**src/sv/assert_macros.svh**
```systemverilog
// ----------------------------------------------------------------------------
// assert_macros.svh
// Concurrent assertion shorthands; they compile to nothing under SYNTHESIS.
// ----------------------------------------------------------------------------
`ifndef ASSERT_MACROS_SVH
`define ASSERT_MACROS_SVH
`ifndef SYNTHESIS
// same-cycle implication, sampled on clk, off during rst
`define SDN_ASSERT_IMPLY(lbl, ante, cons) \
  lbl: assert property (@(posedge clk) disable iff (rst) (ante) |-> (cons)) \
    else $error("same-cycle check failed");
// next-cycle implication, sampled on clk, off during rst
`define SDN_ASSERT_NEXT(lbl, ante, cons) \
  lbl: assert property (@(posedge clk) disable iff (rst) (ante) |=> (cons)) \
    else $error("next-cycle check failed");
`else
`define SDN_ASSERT_IMPLY(lbl, ante, cons)
`define SDN_ASSERT_NEXT(lbl, ante, cons)
`endif
`endif

```
**src/sv/sdn_pkg.sv**
```systemverilog
// ----------------------------------------------------------------------------
// sdn_pkg
// Shared types, constants and helpers of the steepest descent neighbor block.
// ----------------------------------------------------------------------------
package sdn_pkg;

  localparam int VALUE_BITS   = 32;
  localparam int CFG_W        = 11;
  localparam int CFG_IDX_W    = 2;
  localparam int OUT_IX_W     = 21;
  localparam int DEF_MAX_ROWS = 1024;
  localparam int DEF_MAX_COLS = 1024;
  localparam int CMD_DEPTH    = 4;
  localparam int RES_DEPTH    = 8;
  localparam int RES_CNT_W    = $clog2(RES_DEPTH + 1);
  localparam int NBR          = 8;

  localparam logic [CFG_W-1:0] RESET_DIM = CFG_W'(1024);

  typedef enum logic [CFG_IDX_W-1:0] {
    REG_NUM_ROWS = 2'd0,
    REG_NUM_COLS = 2'd1
  } cfg_reg_t;

  // neighbor scan order
  localparam int NB_N  = 0;
  localparam int NB_NE = 1;
  localparam int NB_E  = 2;
  localparam int NB_SE = 3;
  localparam int NB_S  = 4;
  localparam int NB_SW = 5;
  localparam int NB_W  = 6;
  localparam int NB_NW = 7;

  // diagonal neighbors sit at odd scan positions
  localparam logic [NBR-1:0] NBR_DIAG = 8'b1010_1010;

  typedef struct packed {
    logic [VALUE_BITS-1:0] elev;
    logic                  missing;
    logic [VALUE_BITS-1:0] gdist;
    logic                  inf;
  } cell_t;

  localparam cell_t EMPTY_CELL = '{elev: '0, missing: 1'b1, gdist: '0, inf: 1'b1};

  typedef struct packed {
    logic emit;
    logic last;
  } step_t;

  typedef struct packed {
    logic [OUT_IX_W-1:0] receiver_index;
    logic                last;
  } result_t;

  function automatic logic [CFG_W-1:0] clamp_dim(logic [CFG_W-1:0] v, int unsigned hi);
    if (v == '0) return CFG_W'(1);
    else if (32'(v) > hi) return CFG_W'(hi);
    else return v;
  endfunction

  function automatic int cmd_width(int max_rows, int max_cols);
    return $bits(cell_t) + $bits(step_t) + 2 * $clog2(max_rows) + $clog2(max_cols + 1)
           + $clog2(max_rows * max_cols + 1);
  endfunction

endpackage

```
**src/sv/sdn_front.sv**
```systemverilog
// ----------------------------------------------------------------------------
// sdn_front
// Input side: configuration, stream position, sample/flush classification.
// ----------------------------------------------------------------------------
module sdn_front #(
  parameter int MAX_ROWS = sdn_pkg::DEF_MAX_ROWS,
  parameter int MAX_COLS = sdn_pkg::DEF_MAX_COLS,
  localparam int CMD_W   = sdn_pkg::cmd_width(MAX_ROWS, MAX_COLS)
) (
  input  logic                                clk,
  input  logic                                rst,
  input  logic                                in_valid,
  output logic                                in_stall,
  input  logic                                action,
  input  logic signed [sdn_pkg::VALUE_BITS-1:0] elevation,
  input  logic                                elevation_missing,
  input  logic [sdn_pkg::VALUE_BITS-1:0]      flat_distance,
  input  logic                                flat_distance_infinite,
  input  logic                                cfg_valid,
  input  logic [sdn_pkg::CFG_IDX_W-1:0]       cfg_index,
  input  logic [sdn_pkg::CFG_W-1:0]           cfg_data,
  input  logic                                cmd_full,
  output logic                                cmd_push,
  output logic [CMD_W-1:0]                    cmd_data,
  output logic [sdn_pkg::CFG_W-1:0]           num_rows,
  output logic [sdn_pkg::CFG_W-1:0]           num_cols
);

  import sdn_pkg::*;

  localparam int AW   = $clog2(MAX_ROWS);
  localparam int CW   = $clog2(MAX_COLS + 1);
  localparam int IX_W = $clog2(MAX_ROWS * MAX_COLS + 1);
  localparam int P_W  = $clog2(MAX_ROWS * MAX_COLS + MAX_ROWS + 2);

  logic [P_W-1:0]  pos;
  logic [AW-1:0]   ptr;
  logic [AW-1:0]   row;
  logic [CW-1:0]   col;
  logic [IX_W-1:0] cix;

  logic [P_W-1:0]  total;
  logic            sample;
  cell_t           cur_cell;
  step_t           step;
  logic [AW-1:0]   ptr_next;

  assign in_stall = cmd_full;
  assign cmd_push = in_valid && !cmd_full;

  assign total     = P_W'(32'(num_rows) * 32'(num_cols));
  assign sample    = !action && (pos < total);
  assign step.emit = 32'(pos) > 32'(num_rows);
  assign step.last = step.emit && (32'(cix) + 1 == 32'(total));
  assign ptr_next  = (32'(ptr) + 1 >= 32'(num_rows)) ? '0 : ptr + AW'(1);

  always_comb begin
    if (sample) begin
      cur_cell.elev    = elevation;
      cur_cell.missing = elevation_missing;
      cur_cell.gdist   = flat_distance;
      cur_cell.inf     = flat_distance_infinite;
    end else begin
      cur_cell = EMPTY_CELL;
    end
  end

  assign cmd_data = {cur_cell, step, ptr, row, col, cix};

  always_ff @(posedge clk) begin
    if (rst) begin
      num_rows <= clamp_dim(RESET_DIM, MAX_ROWS);
      num_cols <= clamp_dim(RESET_DIM, MAX_COLS);
      pos      <= '0;
      ptr      <= '0;
      row      <= '0;
      col      <= '0;
      cix      <= '0;
    end else if (cfg_valid) begin
      // any known register write restarts the grid
      priority if (cfg_index == REG_NUM_ROWS) begin
        num_rows <= clamp_dim(cfg_data, MAX_ROWS);
        pos <= '0; ptr <= '0; row <= '0; col <= '0; cix <= '0;
      end else if (cfg_index == REG_NUM_COLS) begin
        num_cols <= clamp_dim(cfg_data, MAX_COLS);
        pos <= '0; ptr <= '0; row <= '0; col <= '0; cix <= '0;
      end else begin
        // drop writes to unknown indexes
      end
    end else if (cmd_push) begin
      if (step.last) begin
        pos <= '0; ptr <= '0; row <= '0; col <= '0; cix <= '0;
      end else begin
        pos <= pos + P_W'(1);
        ptr <= ptr_next;
        if (step.emit) begin
          cix <= cix + IX_W'(1);
          if (32'(row) + 1 >= 32'(num_rows)) begin
            row <= '0;
            col <= col + CW'(1);
          end else begin
            row <= row + AW'(1);
          end
        end
      end
    end
  end

endmodule

```
**config.mk**
```make
export PLATFORM = sky130hd
export DESIGN_NAME = sdn_front
export DESIGN_NICKNAME = d
export VERILOG_FILES = /design/src/sv/assert_macros.svh /design/src/sv/sdn_pkg.sv /design/src/sv/sdn_front.sv
export SDC_FILE = /design/constraint.sdc
export NUM_CORES = 1
export LEC_CHECK = 0
export ABC_AREA = 1
export BUFFER_PORTS_ARGS = -buffer_cell sky130_fd_sc_hd__buf_2
export CAP_MARGIN = 20
export CORE_MARGIN = 1
export CORE_UTILIZATION = 60
export CTS_CLUSTER_DIAMETER = 200
export DETAILED_ROUTE_END_ITERATION = 10
export PLACE_DENSITY_LB_ADDON = 0.05
export SKIP_CTS_REPAIR_TIMING = 1
export SKIP_LAST_GASP = 1
export SLEW_MARGIN = 20
export SYNTH_ARGS = -nofsm -noshare
export SYNTH_HDL_FRONTEND = slang
export SYNTH_SLANG_ARGS = --single-unit
```
**constraint.sdc**
```tcl
create_clock -name clk -period 15.75 [get_ports clk]
set_input_delay 0 -clock clk [delete_from_list [all_inputs] [get_ports clk]]
set_output_delay 0 -clock clk [all_outputs]
set_load 0.05 [all_outputs]
```
After elaboration in Yosys (flattened, before gate mapping)
Cells that the tools add are included.
Word-level totals
  register bits after elaboration: 95
  output and inout port bits: 144
  logic and storage cells: 70
Operators by class
  add/sub/neg operators: 8
  multiply operators: 1
  order comparisons: 5
  equality and inequality tests: 3
  multiplexer cells: 30
  bitwise logic cells: 1
  reduce and logical (&&, ||, !) cells: 15
Operator list (number)
  21-bit two-way mux: 9
  10-bit two-way mux: 11
  11-bit two-way mux: 9
  66-bit two-way mux: 1
  21-bit by 1-bit adder with 21-bit output (second input constant): 2
  10-bit by 1-bit adder with 11-bit output (second input constant): 2
  21-bit by 1-bit adder with 22-bit output (second input constant): 1
  22-bit by 21-bit == test with 1-bit output: 1
  11-bit >= comparator: 2
  21-bit by 11-bit greater-than comparator with 1-bit output: 1
  21-bit less-than comparator: 1
  11-bit by 11-bit multiplier with 21-bit output: 1
  10-bit by 1-bit adder with 10-bit output (second input constant): 2
  11-bit by 1-bit adder with 11-bit output (second input constant): 1
  11-bit greater-than comparator (second input constant): 1
  11-bit logical NOT: 1
  3-bit AND reduction: 2
  3-bit nonzero test: 2
  2-bit AND reduction: 2
  4-bit AND reduction: 1
  1-bit logical AND: 3
  3-bit by 1-bit inequality test with 1-bit output (second input constant): 1
  2-bit by 1-bit == test with 1-bit output (second input constant): 1
  1-bit logical NOT: 2
  other kinds (3): 3

Depth between registers and ports, before layout
  depth in word-level cells: 7
  gate-level depth with buffers: 32
  mapped depth without buffers: 31

Worst setup path before layout
OpenSTA, ideal clock, no wires.
  path kind: flip-flop to output port
  start point: register num_rows[0] in the netlist's numbering
  end point: output cmd_data[100]
  arrival: 6811 ps
  setup slack: 8939 ps
  cell stages (with the launch flop): 30
  buffers on the path: 3
  cells stage by stage: dfxtp_1 > clkbuf_1 > nand2_1 > fa_1 > fa_1 > inv_1 > fa_1 > fa_1 > inv_1 > fa_1 > inv_1 > ha_1 > nand2_1 > inv_1 > nand2_1 > nand2_1 > a21oi_1 > nand2_1 > nand2_1 > nand2_1 > ha_1 > nand2_1 > nor2_1 > a211oi_1 > o21ai_0 > a31oi_1 > o41ai_1 > clkbuf_1 > clkbuf_1 > nor2_1
On the way
  longest elaborated chain between the ends: 4
Ends and longest elaborated chain
  start, declared: RTL line sdn_front.sv:25  | output logic [sdn_pkg::CFG_W-1:0] num_rows,
  start signal, assigned: RTL line sdn_front.sv:72  | num_rows <= clamp_dim(RESET_DIM, MAX_ROWS);
  start signal, assigned: RTL line sdn_front.sv:82  | num_rows <= clamp_dim(cfg_data, MAX_ROWS);
  11-bit by 11-bit multiplier with 21-bit output: RTL line sdn_front.sv:51  | assign total = P_W'(32'(num_rows) * 32'(num_cols));
  21-bit less-than comparator: RTL line sdn_front.sv:52  | assign sample = !action && (pos < total);
  1-bit logical AND: RTL line sdn_front.sv:52
  66-bit two-way mux: RTL line sdn_front.sv:58  | if (sample) begin
  end, declared: RTL line sdn_front.sv:24  | output logic [CMD_W-1:0] cmd_data,
No other way between the ends.

Final worst setup path
  start point: register num_rows[0] in the netlist's numbering
  end point: output cmd_data[54]
The elaborated chain is that of the path after synthesis.

==> metrics <==
data arrival time of the worst path=7.49 ns; Ports=229; number of max-cap violations=0; Critical Path RT=15.75 ns; final hold vios=2; r2r setup slk=9.04 ns; final instance area=0.01350 mm2; first-pass GRT wire length=54030 um; gr usage total=0.3406; delay-heaviest family, CP=adder cells; Max FO, Critical Path=66; setup violators final=0; slew margin rel.=0.4011; Reg2Reg Depth=26; failing checks=negative hold slack; nets@finish=2344; H-tree depth=3; clk buf depth=2; syn nets=2152; actual slew at the worst max-slew pin=0.8971 ns; post-layout minimum cycle time=7.495 ns; DRT iter0 DRCs=835; Mapped Avg Cell Area=6.351 um2; number of synthesized register bits=95; chip height=142.8 um; area leader, netlist=dfxtp_1; Synth area leaders=dfxtp_1 (16%), nand2_1 (16%), fa_1 (13%), inv_1 (13%), ha_1 (12%); Layout Skew=0.01712 ns; Yosys top cell area share=0.1599; mux cell area share after synthesis=0.0008415; # rows=51; Initial Util=0.6112; Mapped Area=0.01190 mm2; post-synthesis cell count=1873; Post-Synth Simple-Gate Area=0.3281; PwrDens=55.59 mW/mm2; most common library cells after synthesis=nand2_1 (498), inv_1 (405), nor2_1 (190); total clock sinks=95; routed vias=12130; crit-path most repeated cell=nand2_1; clock latency on the worst-skew pair=0.36 ns; share of cells above drive strength 1=0.1401; Slew Limit Fails=0; critical path endpoint category=output port; post-synthesis compound-gate area fraction=0.07121; GPL Wtd Cong=0.9790; pin count of the biggest net entering global routing=67; Area growth syn-to-layout=13.52%; setup TNS=0 ns; Num CTS Buffers=9; Leakage Power=7.971 nW; CTS clock-pin slew for the worst setup and hold paths=0.08 ns; IO buf count=228; Synth cell types=51; YS warnings=0; number of global-route vias before repair=11280; ys flop type=dfxtp_1; Clock Tree Root=clkbuf_16; CTS tree=yes; drt wl/cell=14.46 um; initial antenna violation count=0; status=finished, violations left; Die Wd=142.8 um; Async SR Flop Fraction=0; DP HPWL=26630 um; number of flops mapped to enable cells by yosys=0; Buf/Inv on CP=6; fin crit share=0.4758; grt total ovfl=0; adder-cell share of the synthesized area=0.2539; f_max=133.4 MHz; XOR/XNOR Fraction of Synth Area=0.03303; Total Power=0.7507 mW; RSZ-0062 raised after global routing=false; Hold WS=-0.06530 ns; Worst VDD drop=53.29 uV; Hold WC Path Type=primary input to register; die area=0.02039 mm2; max incr delay on CP=0.91 ns; placed inst area=0.01313 mm2; vias per cell=5.195; WP depth=28; final WL=33770 um; most frequent cell after synthesis=nand2_1; post-synthesis sequential area ratio=0.1599; Residual DRC=0; WS Path Type=register to output port; hold depth=3; Core Area=0.01946 mm2; Diodes inserted=0; CP max stage cell=dfxtp_1; largest family of logic cells by synthesized area=simple AND/OR/NAND/NOR gates; crit path launch type=register; Pre-antenna DRT Iters=5; # fillers=1758; DRT antenna net count=0
state kept, by name, summed over array words and instances, names as in the netlist:
| signal | cells |
|---|---|
| cix | 21 |
| pos | 21 |
| col | 11 |
| num_cols | 11 |
| num_rows | 11 |
| ptr | 10 |
| row | 10 |
area by class of cell:
type                            count  area (um2)  share of cell area
Multi-Input combinational cell   1309        8183              0.6060
Sequential cell                    95        1902              0.1408
Inverter                          410        1539              0.1140
Timing Repair Buffer              240        1249             0.09248
Tap cell                          265       331.6             0.02456
Clock buffer                       10       239.0             0.01770
Clock inverter                      6       60.06            0.004448
tightest hold or removal path: stages:
cell    delay [ns]
buf_2         0.11
nor3_1        0.06
nor2_1        0.09
metrics by stage:
step / instances / util / setup WS, ns
global route: 2335 / 0.6938 / 7.842
finish: 2335 / 0.6938 / 8.255
CTS: 2328 / 0.6901 / 8.331
floorplan: 1873 / - / 8.939
detailed placement: 2312 / 0.6747 / 8.723
global placement: 2312 / 0.6747 / 8.873
report_power, final:
part	leakage, nW	total (mW)	internal (mW)	switching (mW)
registers	0.771	0.267	0.247	0.0194
clock network	0.147	0.228	0.115	0.112
logic	7.05	0.256	0.0752	0.181
total	7.97	0.751	0.438	0.313
logic make-up after synthesis:
family          count (synthesis)
simple gates                  911
buf+inv                       469
fa+ha+maj                     194
compound gates                159
flops                          95
xor+xnor                       44
mux                             1
placed cells by master (no fill, tap or decap), drive strengths merged:
cell type | netlist | layout
xnor2 | 7 | 7
o21ai | 40 | 40
nand3 | 121 | 121
clkinv | 2 | 5
ha | 115 | 115
nand2 | 508 | 508
and3 | 2 | 2
or3b | 1 | 1
a21oi | 99 | 99
dlygate4sd3 | 0 | 7
o41ai | 1 | 1
inv | 408 | 411
a41oi | 1 | 1
dfxtp | 95 | 95
nor4 | 4 | 4
or2 | 2 | 2
a211o | 1 | 1
o21bai | 6 | 6
a31oi | 3 | 3
a21o | 1 | 1
nor3b | 3 | 3
nor3 | 21 | 21
o2111ai | 1 | 1
and2 | 1 | 1
xor2 | 37 | 37
fa | 79 | 79
nand3b | 14 | 14
nor2 | 208 | 208
buf | 14 | 233
o211ai | 4 | 4
and3b | 1 | 1
nand4 | 25 | 25
a211oi | 1 | 1
clkbuf | 45 | 10
o31ai | 1 | 1
mux2i | 1 | 1
worst paths after layout:
path                                                 end                      from
worst min-delay path            num_rows[9]$_SDFFE_PP0P_              cfg_index[0]
worst max register to register      cix[13]$_SDFFE_PP0P_  num_rows[0]$_SDFFE_PP0P_
worst max-delay path                        cmd_data[54]  num_rows[0]$_SDFFE_PP0P_
worst min register to register       ptr[3]$_SDFFE_PP0P_       ptr[3]$_SDFFE_PP0P_
metal layers:
layer	routed length, um	vias up	GRT usage
li1	-	6093	-
met1	14420	5542	0.4221
met2	16330	430	0.6027
met3	2007	65	0.03789
met4	1010	0	0.1341
met5	0	-	0
Power figures use the tool's default switching activity.
