==> src/sv/assert_macros.svh <==
// ----------------------------------------------------------------------------
// assert_macros.svh
// Concurrent assertion shorthands; they compile to nothing under SYNTHESIS.
// ----------------------------------------------------------------------------
`ifndef ASSERT_MACROS_SVH
`define ASSERT_MACROS_SVH
`ifndef SYNTHESIS
// same-cycle implication, sampled on clk, off during rst
`define SDN_ASSERT_IMPLY(lbl, ante, cons) \
  lbl: assert property (@(posedge clk) disable iff (rst) (ante) |-> (cons)) \
    else $error("same-cycle check failed");
// next-cycle implication, sampled on clk, off during rst
`define SDN_ASSERT_NEXT(lbl, ante, cons) \
  lbl: assert property (@(posedge clk) disable iff (rst) (ante) |=> (cons)) \
    else $error("next-cycle check failed");
`else
`define SDN_ASSERT_IMPLY(lbl, ante, cons)
`define SDN_ASSERT_NEXT(lbl, ante, cons)
`endif
`endif

==> src/sv/sdn_fifo.sv <==
// ----------------------------------------------------------------------------
// sdn_fifo
// Small register queue; head entry is visible while rd_valid is high.
// ----------------------------------------------------------------------------
module sdn_fifo #(
  parameter int WIDTH  = 8,
  parameter int DEPTH  = 4,
  localparam int AW    = $clog2(DEPTH),
  localparam int CNT_W = $clog2(DEPTH + 1)
) (
  input  logic             clk,
  input  logic             rst,
  input  logic             push,
  input  logic [WIDTH-1:0] wr_data,
  input  logic             pop,
  output logic             rd_valid,
  output logic [WIDTH-1:0] rd_data,
  output logic             full,
  output logic [CNT_W-1:0] count
);

  logic [WIDTH-1:0] entries [DEPTH];
  logic [AW-1:0]    rd_ptr;
  logic [AW-1:0]    wr_ptr;

  assign rd_valid = (count != '0);
  assign full     = (count == CNT_W'(DEPTH));
  assign rd_data  = entries[rd_ptr];

  always_ff @(posedge clk) begin
    if (push) begin
      entries[wr_ptr] <= wr_data;
    end
  end

  always_ff @(posedge clk) begin
    if (rst) begin
      rd_ptr <= '0;
      wr_ptr <= '0;
      count  <= '0;
    end else begin
      if (push) begin
        wr_ptr <= (32'(wr_ptr) == DEPTH - 1) ? '0 : wr_ptr + AW'(1);
      end
      if (pop) begin
        rd_ptr <= (32'(rd_ptr) == DEPTH - 1) ? '0 : rd_ptr + AW'(1);
      end
      if (push && !pop) begin
        count <= count + CNT_W'(1);
      end else if (pop && !push) begin
        count <= count - CNT_W'(1);
      end
    end
  end

endmodule

==> config.mk <==
export PLATFORM = sky130hd
export DESIGN_NAME = sdn_fifo
export DESIGN_NICKNAME = d
export VERILOG_FILES = /design/src/sv/assert_macros.svh /design/src/sv/sdn_fifo.sv
export SDC_FILE = /design/constraint.sdc
export NUM_CORES = 1
export LEC_CHECK = 0
export BUFFER_PORTS_ARGS = -buffer_cell sky130_fd_sc_hd__buf_2
export CAP_MARGIN = 10
export CORE_UTILIZATION = 45
export DETAILED_ROUTE_END_ITERATION = 8
export GPL_TIMING_DRIVEN = 0
export PLACE_DENSITY = 0.68
export SYNTH_ARGS = -nofsm -noshare
export SYNTH_HDL_FRONTEND = slang
export SYNTH_SLANG_ARGS = --single-unit
==> constraint.sdc <==
create_clock -name clk -period 1.6 [get_ports clk]
set_input_delay 0.32 -clock clk [delete_from_list [all_inputs] [get_ports clk]]
set_output_delay 0.32 -clock clk [all_outputs]
set_load 0.005 [all_outputs]
# Yosys cells after proc, flatten, opt, wreduce, memory -nomap -nowiden
# Memories as Yosys holds them, arrays and structs flattened. A register that Yosys moved wholly into a read port is not among the register bits.
# Index checks and enable logic that the tools add are counted.
[totals]
reg_bits = 7
latch_bits = 0
mem_bits_rw = 32
rom_bits = 0
out_inout_bits = 13
elab_cells = 25
memories = 1
[classes]
add_sub_neg = 4
multipliers = 0
div = 0
n_lt_le_gt_ge = 0
eq_ne = 3
shifts = 0
muxes = 8
bitwise_logic = 0
reduce_logical = 6
[memory_table]
columns = ["memory", "words", "word_bits", "read_ports", "rd_clocked_by_memory_dff", "wr", "line_no", "source"]
rows = [
  ["entries", 4, 8, 1, 1, 1, "sdn_fifo.sv:22", "logic [WIDTH-1:0] entries [DEPTH];"],
]
[op_table]
columns = ["operator", "n"]
rows = [
  ["2-bit 2-to-1 mux", 4],
  ["3-bit 2-to-1 mux", 2],
  ["2-bit by 1-bit adder with 2-bit output, second input constant", 2],
  ["2-bit equality test, second input constant", 2],
  ["3-bit by 1-bit adder with 3-bit output, second input constant", 1],
  ["3-bit equality test, second input constant", 1],
  ["3-bit nonzero test", 1],
  ["3-bit by 1-bit subtractor with 3-bit output, second input constant", 1],
  ["1-bit logical AND", 2],
  ["1-bit zero test", 2],
  ["1-bit 2-to-1 mux", 2],
  ["2-bit nonzero test", 1],
]

# Longest topological paths before layout
# Gate-level depths: netlist (run 1).
[depth]
ltp_word = 4
depth_mapped = 7
depth_no_buf = 7

# Worst setup path after synthesis (run 1)
# OpenSTA, ideal clock, no wires.
[synth_timing]
path_kind = "input -> register"
startpoint = "in pop"
endpoint = "reg count[2]"
arrival_ns = 1.512
required_time_ns = 1.530
slack_ns = 0.018
path_stages = 7
n_path_buf = 0
path_cell_list = "inv_1 > ha_1 > inv_1 > fa_1 > xor2_1 > or3_1 > a21oi_1"
[synth_via]
elab_chain_cells = 3
word_cells_on_any_way = 5
[synth_rtl]
columns = ["element", "line_no", "source"]
rows = [
  ["from (decl)", "sdn_fifo.sv:15", "input logic pop,"],
  ["1-bit zero test", "sdn_fifo.sv:48", "if (push && !pop) begin"],
  ["1-bit logical AND", "sdn_fifo.sv:48", ""],
  ["3-bit 2-to-1 mux or 2-bit nonzero test (tied branches)", "--", ""],
  ["to (signal assigned)", "sdn_fifo.sv:49", "count <= count + CNT_W'(1);"],
  ["to (signal assigned)", "sdn_fifo.sv:51", "count <= count - CNT_W'(1);"],
  ["to (decl)", "sdn_fifo.sv:19", "output logic [CNT_W-1:0] count"],
]
# Parallel ways exist; a longest one is shown, timed or not.
# A chain may end at the register's enable or synchronous reset.

==> results.md, run 1 <==
- Most frequent cell after synthesis: edfxtp_1
- Share of layout cells above drive strength 1: 0.3445
- Setup CP Type: reg2out
- Syn Nets: 106
- Synth warn: 0
- GRT Total Usage: 0.1484
- Synthesized area per cell: 18.41 um^2
- Worst min path class: in2reg
- Worst slew pin tran: between 400 and 500 ps
- Main combinational cell family by area after synthesis: multiplexers
- Worst-path clk slew: approximately 110 ps
- Switching share of total power: 0.2148
- Starting DRT DRC Count: 9
- Number of synthesized flops with an enable pin: 32
- Slew Limit Fails: 0
- Relative slew slack: 0.7151
- CP endpoint kind: primary output
- Fmax: 555.6 MHz
- Area share of and/or/nand/nor cells after synthesis: 0.05156
- Routability cong.: 0.6548
- Total CTS buffers: 5
- Crit-path slowest cell: mux4_2
- Startpoint class of the critical path: flop
- Cell Pwr Density: ~1100 nW/um^2
- RSZ-0062 raised after global routing: true
- Xor/xnor share of the synthesized area: 0.01094
- Clock tree buffer depth: 2
- Post-synthesis cell count: slightly below 90
- Number of global-route vias before repair: between 700 and 800
- Clk Latency, worst-skew pair: 340 ps
- Status: finished with violations
- Failing checks: negative setup slack
- Internal: around 1.7 mW
- Global route overflow: 0
- Synth top area share: 0.6000
- Clock skew: 10.17 ps
- DRC Markers: 0
- Final Hold Viols: 0
- Final wirelength: approximately 2400 um
- Fin Setup TNS: -1525 ps
- Yosys cell types: 16
- Die H: roughly 62 um
- CP cell instances: buf_12 > mux4_2 > buf_6
- Worst-path fanout max: 8
- Post-synth ARST share: 0
- Fillers: 306
- Sequential share of the synthesized area: 0.7125
- Fin util: 0.5580
- Worst endpoint required time: about 1300 ps
- Area contributors post-synth: edfxtp_1, dfxtp_1, mux4_2
- Most used DFF post-synth: edfxtp_1
- First-pass GRT wire length: 3712 um
- Maxcap violations: 0
- NetSw: between 0.4 and 0.5 mW
- CTS tree: done
- Clock Tree Root: clkbuf_4
- Vias per inst: roughly 4.9
- Flop pwr share: 0.582
- Setup ws final: -199.9 ps
- Cell Area, Synth: ~1600 um^2
- I/O Buffers: 24
- Clk sinks: 41
- DP Wirelength: 1616 um
- Die area: 3801 um^2
- Mux share of post-synthesis cell area: 0.1312
- Period utilization: 1.125
- Hold Buf Count CTS: 0
- VDD IR max: 537.5 uV
- Setup violators final: 8
- Crit path DAT: roughly 1500 ps
- Pin count of the biggest net entering global routing: 13
- Via Count: 806
- Wirelength per Cell: around 14 um
- # IOs: 25
- Clock network power share: 0.298
- FF+latch count, synth: between 40 and 50
- Initial core utilization: 0.4762
- Area leader, netlist: edfxtp_1
- H-tree depth: 2
- Synthesis-to-layout area growth: 17.19%
- Drt first pass iters: 2
- Synth Area in Compound Gates: 0.01250
- Core Rows: 21
- Area share of fa/ha/maj cells after synthesis: 0.05938
- Final ANT Viol Nets: 0
- Worst Hold Slack: roughly 190 ps
- Max stage delay on crit path: 500 ps
- Net count, final: ~140
- DIE WIDTH: just over 60 um
- Inserted Diodes: 0
- Commonest cells post-synth: edfxtp_1, dfxtp_1, mux4_2, ha_1, nor2_1
- Final min period: approximately 1800 ps
- Leakage: between 0.7 and 0.8 nW
- Logic gate share of total power: 0.120
- Area of the core: 3363 um^2
- Initial antenna violation count: 0
==> power by group through the flow <==
stage	Clock, mW	Sequential (mW)	Combinational (mW)
floorplan	0	1.26	0.146
global placement	0	1.26	0.239
detailed placement	0	1.26	0.247
CTS	0.645	1.24	0.251
global route	0.693	1.25	0.290
finish	0.634	1.24	0.255
==> registers in the layout, summed over array words and instances (netlist names), named ones only <==
| register | cells |
|---|---|
| count | 3 |
| wr_ptr | 2 |
| entries | 32 |
| rd_ptr | 2 |
==> through the flow <==
stage                     power [mW]  std cells  setup WS (ps)  area (um^2)
after floorplan                1.404         87          18.36         1602
after global placement         1.496        157         -155.7         1779
after detailed placement       1.511        157         -211.5         1779
after CTS                      2.137        165         -226.1         1859
after global routing           2.231        165         -278.2         1877
final                          2.129        165         -199.9         1877
==> layout by cell type, fill, tap and decap left out <==
master	n
and2_1	4
o21ai_0	1
clkbuf_2	1
clkbuf_4	5
buf_2	22
dfxtp_2	1
xor2_1	2
nor3b_1	3
clkbuf_1	1
nor2_1	6
mux2i_1	3
or3_1	2
clkinv_1	1
buf_6	2
dfxtp_1	8
buf_12	1
edfxtp_1	32
fa_1	1
a21oi_1	3
ha_1	6
inv_1	5
mux4_2	8
bufinv_16	1
==> final timing paths <==
kind	from	to	slack, ps	cells past startpoint
hold / removal	wr_data[0]	entries[2][0]$_DFFE_PP_	190	1
setup reg to reg	count[0]$_SDFFE_PP0P_	count[2]$_SDFFE_PP0P_	90	4
hold reg to reg	count[2]$_SDFFE_PP0P_	count[2]$_SDFFE_PP0P_	540	2
setup / recovery	flop	rd_data[1]	-200	3
==> critical path, delay by kind of cell, from the launching register on <==
| kind | cells | cell delay (ps) |
|---|---|---|
| DFF | 1 | 370 |
| buffers and inverters | 2 | 270 |
| muxes | 1 | 500 |
==> area by class of cell <==
type                            count  area [um^2]  area share
Inverter                            5        18.77     0.01000
Clock inverter                      2        33.78     0.01800
Clock buffer                        6        41.29     0.02200
Timing Repair Buffer               24        132.6     0.07067
Sequential cell                    41         1142      0.6087
Multi-Input combinational cell     39        425.4      0.2267
Buffer                              2        25.02     0.01333
Tap cell                           46        57.56     0.03067
==> layer usage <==
metal / track usage / wire length, um
met5: 0 / 0
met4: 0.06667 / 31
met3: 0.05882 / 121
met2: 0.2535 / 1311
met1: 0.1630 / 925
==> logic make-up after synthesis <==
kind of cell | after synthesis
AOI/OAI and AO/OA | 4
DFF | 41
xor gates and xnor gates | 2
adders and majority gates | 7
muxes | 11
and+or+nand+nor | 15
buffers and inverters | 7
==> timing repair <==
item,in CTS,in global routing
hold endpoints to repair,0,0
gates cloned,0,0
resized for setup,2,3
setup buffers,0,0
setup endpoints to repair,8,8
Note: power is estimated with default switching activity, not from simulation.
==> inputs of run 2 (changes only) <==
==> constraint.sdc (replaced) <==
create_clock -name clk -period 1.6 [get_ports clk]
set_input_delay 0.08 -clock clk [delete_from_list [all_inputs] [get_ports clk]]
set_output_delay 0.08 -clock clk [all_outputs]
set_load 0.005 [all_outputs]
==> run 2 against run 1 <==
Compared with the run above: the flow now finishes without violations; maximum frequency is 15% higher; first-iteration DRC count is 44% higher; core utilization is 2.7 points higher; count of clock-buffer cells in the layout stayed put; via count is 4.6% higher; flip-flop and latch count stayed put; global-route usage is 0.36 points higher; power is 0.40% higher; worst setup slack better by 240 ps; sequential share of layout area is 2.8 points lower; largest power group unchanged; highest routed layer unchanged.
==> results.md, run 2 (same netlist as run 1, synthesis figures left out) <==
- Status: completed
- DP Worst Slack: 28.45 ps (+240.0 ps)
- Met3 usage: 0.05882 (unchanged)
- Final ANT Viol Nets: 0 (unchanged)
- Core Rows: 21 (unchanged)
- Clk Latency, worst-skew pair: 340 ps (about the same)
- Share of layout cells above drive strength 1: 0.3203 (-0.02423)
- Wirelength per Cell: 13.86 um (-4.3%)
- Period utilization: 0.9757 (-0.1492)
- Max reg flops: 32 (unchanged)
- Fmax: 640.5 MHz (+15%)
- DRC Markers: 0 (unchanged)
- Relative slew slack: 0.7043 (-0.01076)
- Setup ws final: 38.83 ps (+238.8 ps)
- Slew Limit Fails: 0 (unchanged)
- Most frequent cells in the layout: edfxtp_1, buf_2, dlygate4sd3_1
- DIE WIDTH: 61.66 um (unchanged)
- Initial antenna violation count: 0 (unchanged)
- CP endpoint kind: primary output
- # Post-CTS Setup Buffers: 0 (unchanged)
- Total CTS buffers: 5 (unchanged)
- Most common cell after layout, fill and taps aside: edfxtp_1
- GRT Total Usage: 0.1520 (+0.003587)
- Startpoint class of the critical path: flop
- Number of global-route vias before repair: 817 (+5.4%)
- Register-to-Register Path Depth: 4 (unchanged)
- Die H: 61.66 um (unchanged)
- Clock skew: 12.82 ps (+2.649 ps)
- Area after DPL: 1779 um^2 (unchanged)
- Top flop regs: entries x32, count x3
- VDD IR max: 537.4 uV (about the same)
- Routability cong.: 0.6548 (unchanged)
- Worst min path class: in2reg
- CTS tree: done
- Global route overflow: 0 (unchanged)
- Worst endpoint required time: 1520 ps (+240 ps)
- Pin count of the biggest net entering global routing: 13 (unchanged)
- Vias per inst: 4.845 (-0.82%)
- Via Count: 843 (+4.6%)
- Worst slew pin tran: 443.5 ps (+16.14 ps)
- RSZ-0062 raised after global routing: true
- Initial core utilization: 0.4762 (unchanged)
- I/O Buffers: 24 (unchanged)
- Reg2reg setup slack: 90 ps (about the same)
- Clk sinks: 41 (unchanged)
- Met1 Track Usage GR: 0.1671 (+0.004178)
- Setup violators final: 0 (-8)
- Setup CP Type: reg2out
- Final wirelength: 2411 um (+0.88%)
- Synthesis-to-layout area growth: 22.81%
- Clock Tree Root: clkbuf_4
- Drt first pass iters: 4 (+2)
- Layer with the highest usage: met2
- Maxcap violations: 0 (unchanged)
- H-tree depth: 2 (unchanged)
- Starting DRT DRC Count: 13 (+4)
- Reg2Reg Capture Point: count[2]$_SDFFE_PP0P_
- Hold_sp: pop
- Worst-path clk slew: 110 ps (about the same)
- M2 GR Usage: 0.2611 (+0.007680)
- Leakage: 0.7474 nW (+5.3%)
- Area of the core: 3363 um^2 (unchanged)
- First-pass GRT wire length: 3822 um (+3.0%)
- Net count, final: 146 (+6.6%)
- Worst-path fanout max: 8 (unchanged)
- Crit path DAT: 1480 ps (about the same)
- WHS Path Cells: 3 (+2)
- Clock tree buffer depth: 2 (unchanged)
- # IOs: 25 (unchanged)
- Die area: 3801 um^2 (unchanged)
- Cell Pwr Density: 1087 nW/um^2 (-4.2%)
- Reg2reg start: count[0]$_SDFFE_PP0P_
- Inserted Diodes: 0 (unchanged)
- Final Hold Viols: 0 (unchanged)
- Final min period: 1561 ps (-238.8 ps)
- Top reg by flops: entries
- Fin area: 1967 um^2 (+4.8%)
- DP Wirelength: 1616 um (unchanged)
- Worst Hold Slack: 77.70 ps (-110.9 ps)
==> run 2: cell types whose count changed in the layout (fill, tap and decap cells not counted) <==
cell | before | now
dlygate4sd3_1 | 0 | 9
==> run 2: per-stage QoR <==
step,utilization,cells,setup TNS (ps),total power [mW]
after floorplan,-,87,0,1.404
after global placement,0.5290,157,0,1.496
after detailed placement,0.5290,157,0,1.511
after CTS,0.5785,174,0,2.151
after global routing,0.5848,174,-220.1,2.249
final,0.5848,174,0,2.137
==> run 2: how the worst max path moves through the flow <==
stage,startpoint,to,slack (ps),depth (start not counted)
4_1_cts,flop,rd_data[3],4,3
5_1_grt,flop,rd_data[1],-40,3
2_1_floorplan,count[0]$_SDFFE_PP0P_,count[2]$_SDFFE_PP0P_,190,4
6_report,flop,rd_data[1],40,3
3_3_place_gp,pop,count[2]$_SDFFE_PP0P_,80,8
3_5_place_dp,pop,count[2]$_SDFFE_PP0P_,30,8
==> run 2: final cells by class <==
cell class                 instances  area, um^2
clock inverter                     2       33.78
tap                               46       57.56
buffer                             2       25.02
clock buffer                       6       41.29
multi-input combinational         39       425.4
timing repair buffer              33       222.7
inverter                           5       18.77
sequential                        41        1142
fill                             295        1396
==> run 2: repair_timing <==
item / 4_1_cts / 5_1_grt
gates resized for setup: 1 / 4
hold endpoints to repair: 38 / 0
pin swaps: 0 / 0
setup endpoints to repair: 1 / 8
cloned: 0 / 0
hold buffers: 9 / 0
==> run 2: metal layers <==
metal	up-vias	part of all wire
li1	410	-
met1	406	0.39
met2	21	0.54
met3	6	0.054
met4	0	0.019
met5	-	0
==> run 2: worst max-delay path, cell delays in order (launching register included) <==
cell and delay, ps:
dfxtp_2 370, buf_12 140, mux4_2 500, buf_6 130
==> run 2: where the power goes <==
| part | switching (mW) | internal, mW | total, mW |
|---|---|---|---|
| logic | 0.118 | 0.154 | 0.272 |
| clock network | 0.300 | 0.325 | 0.626 |
| registers | 0.0334 | 1.21 | 1.24 |
| total | 0.452 | 1.69 | 2.14 |
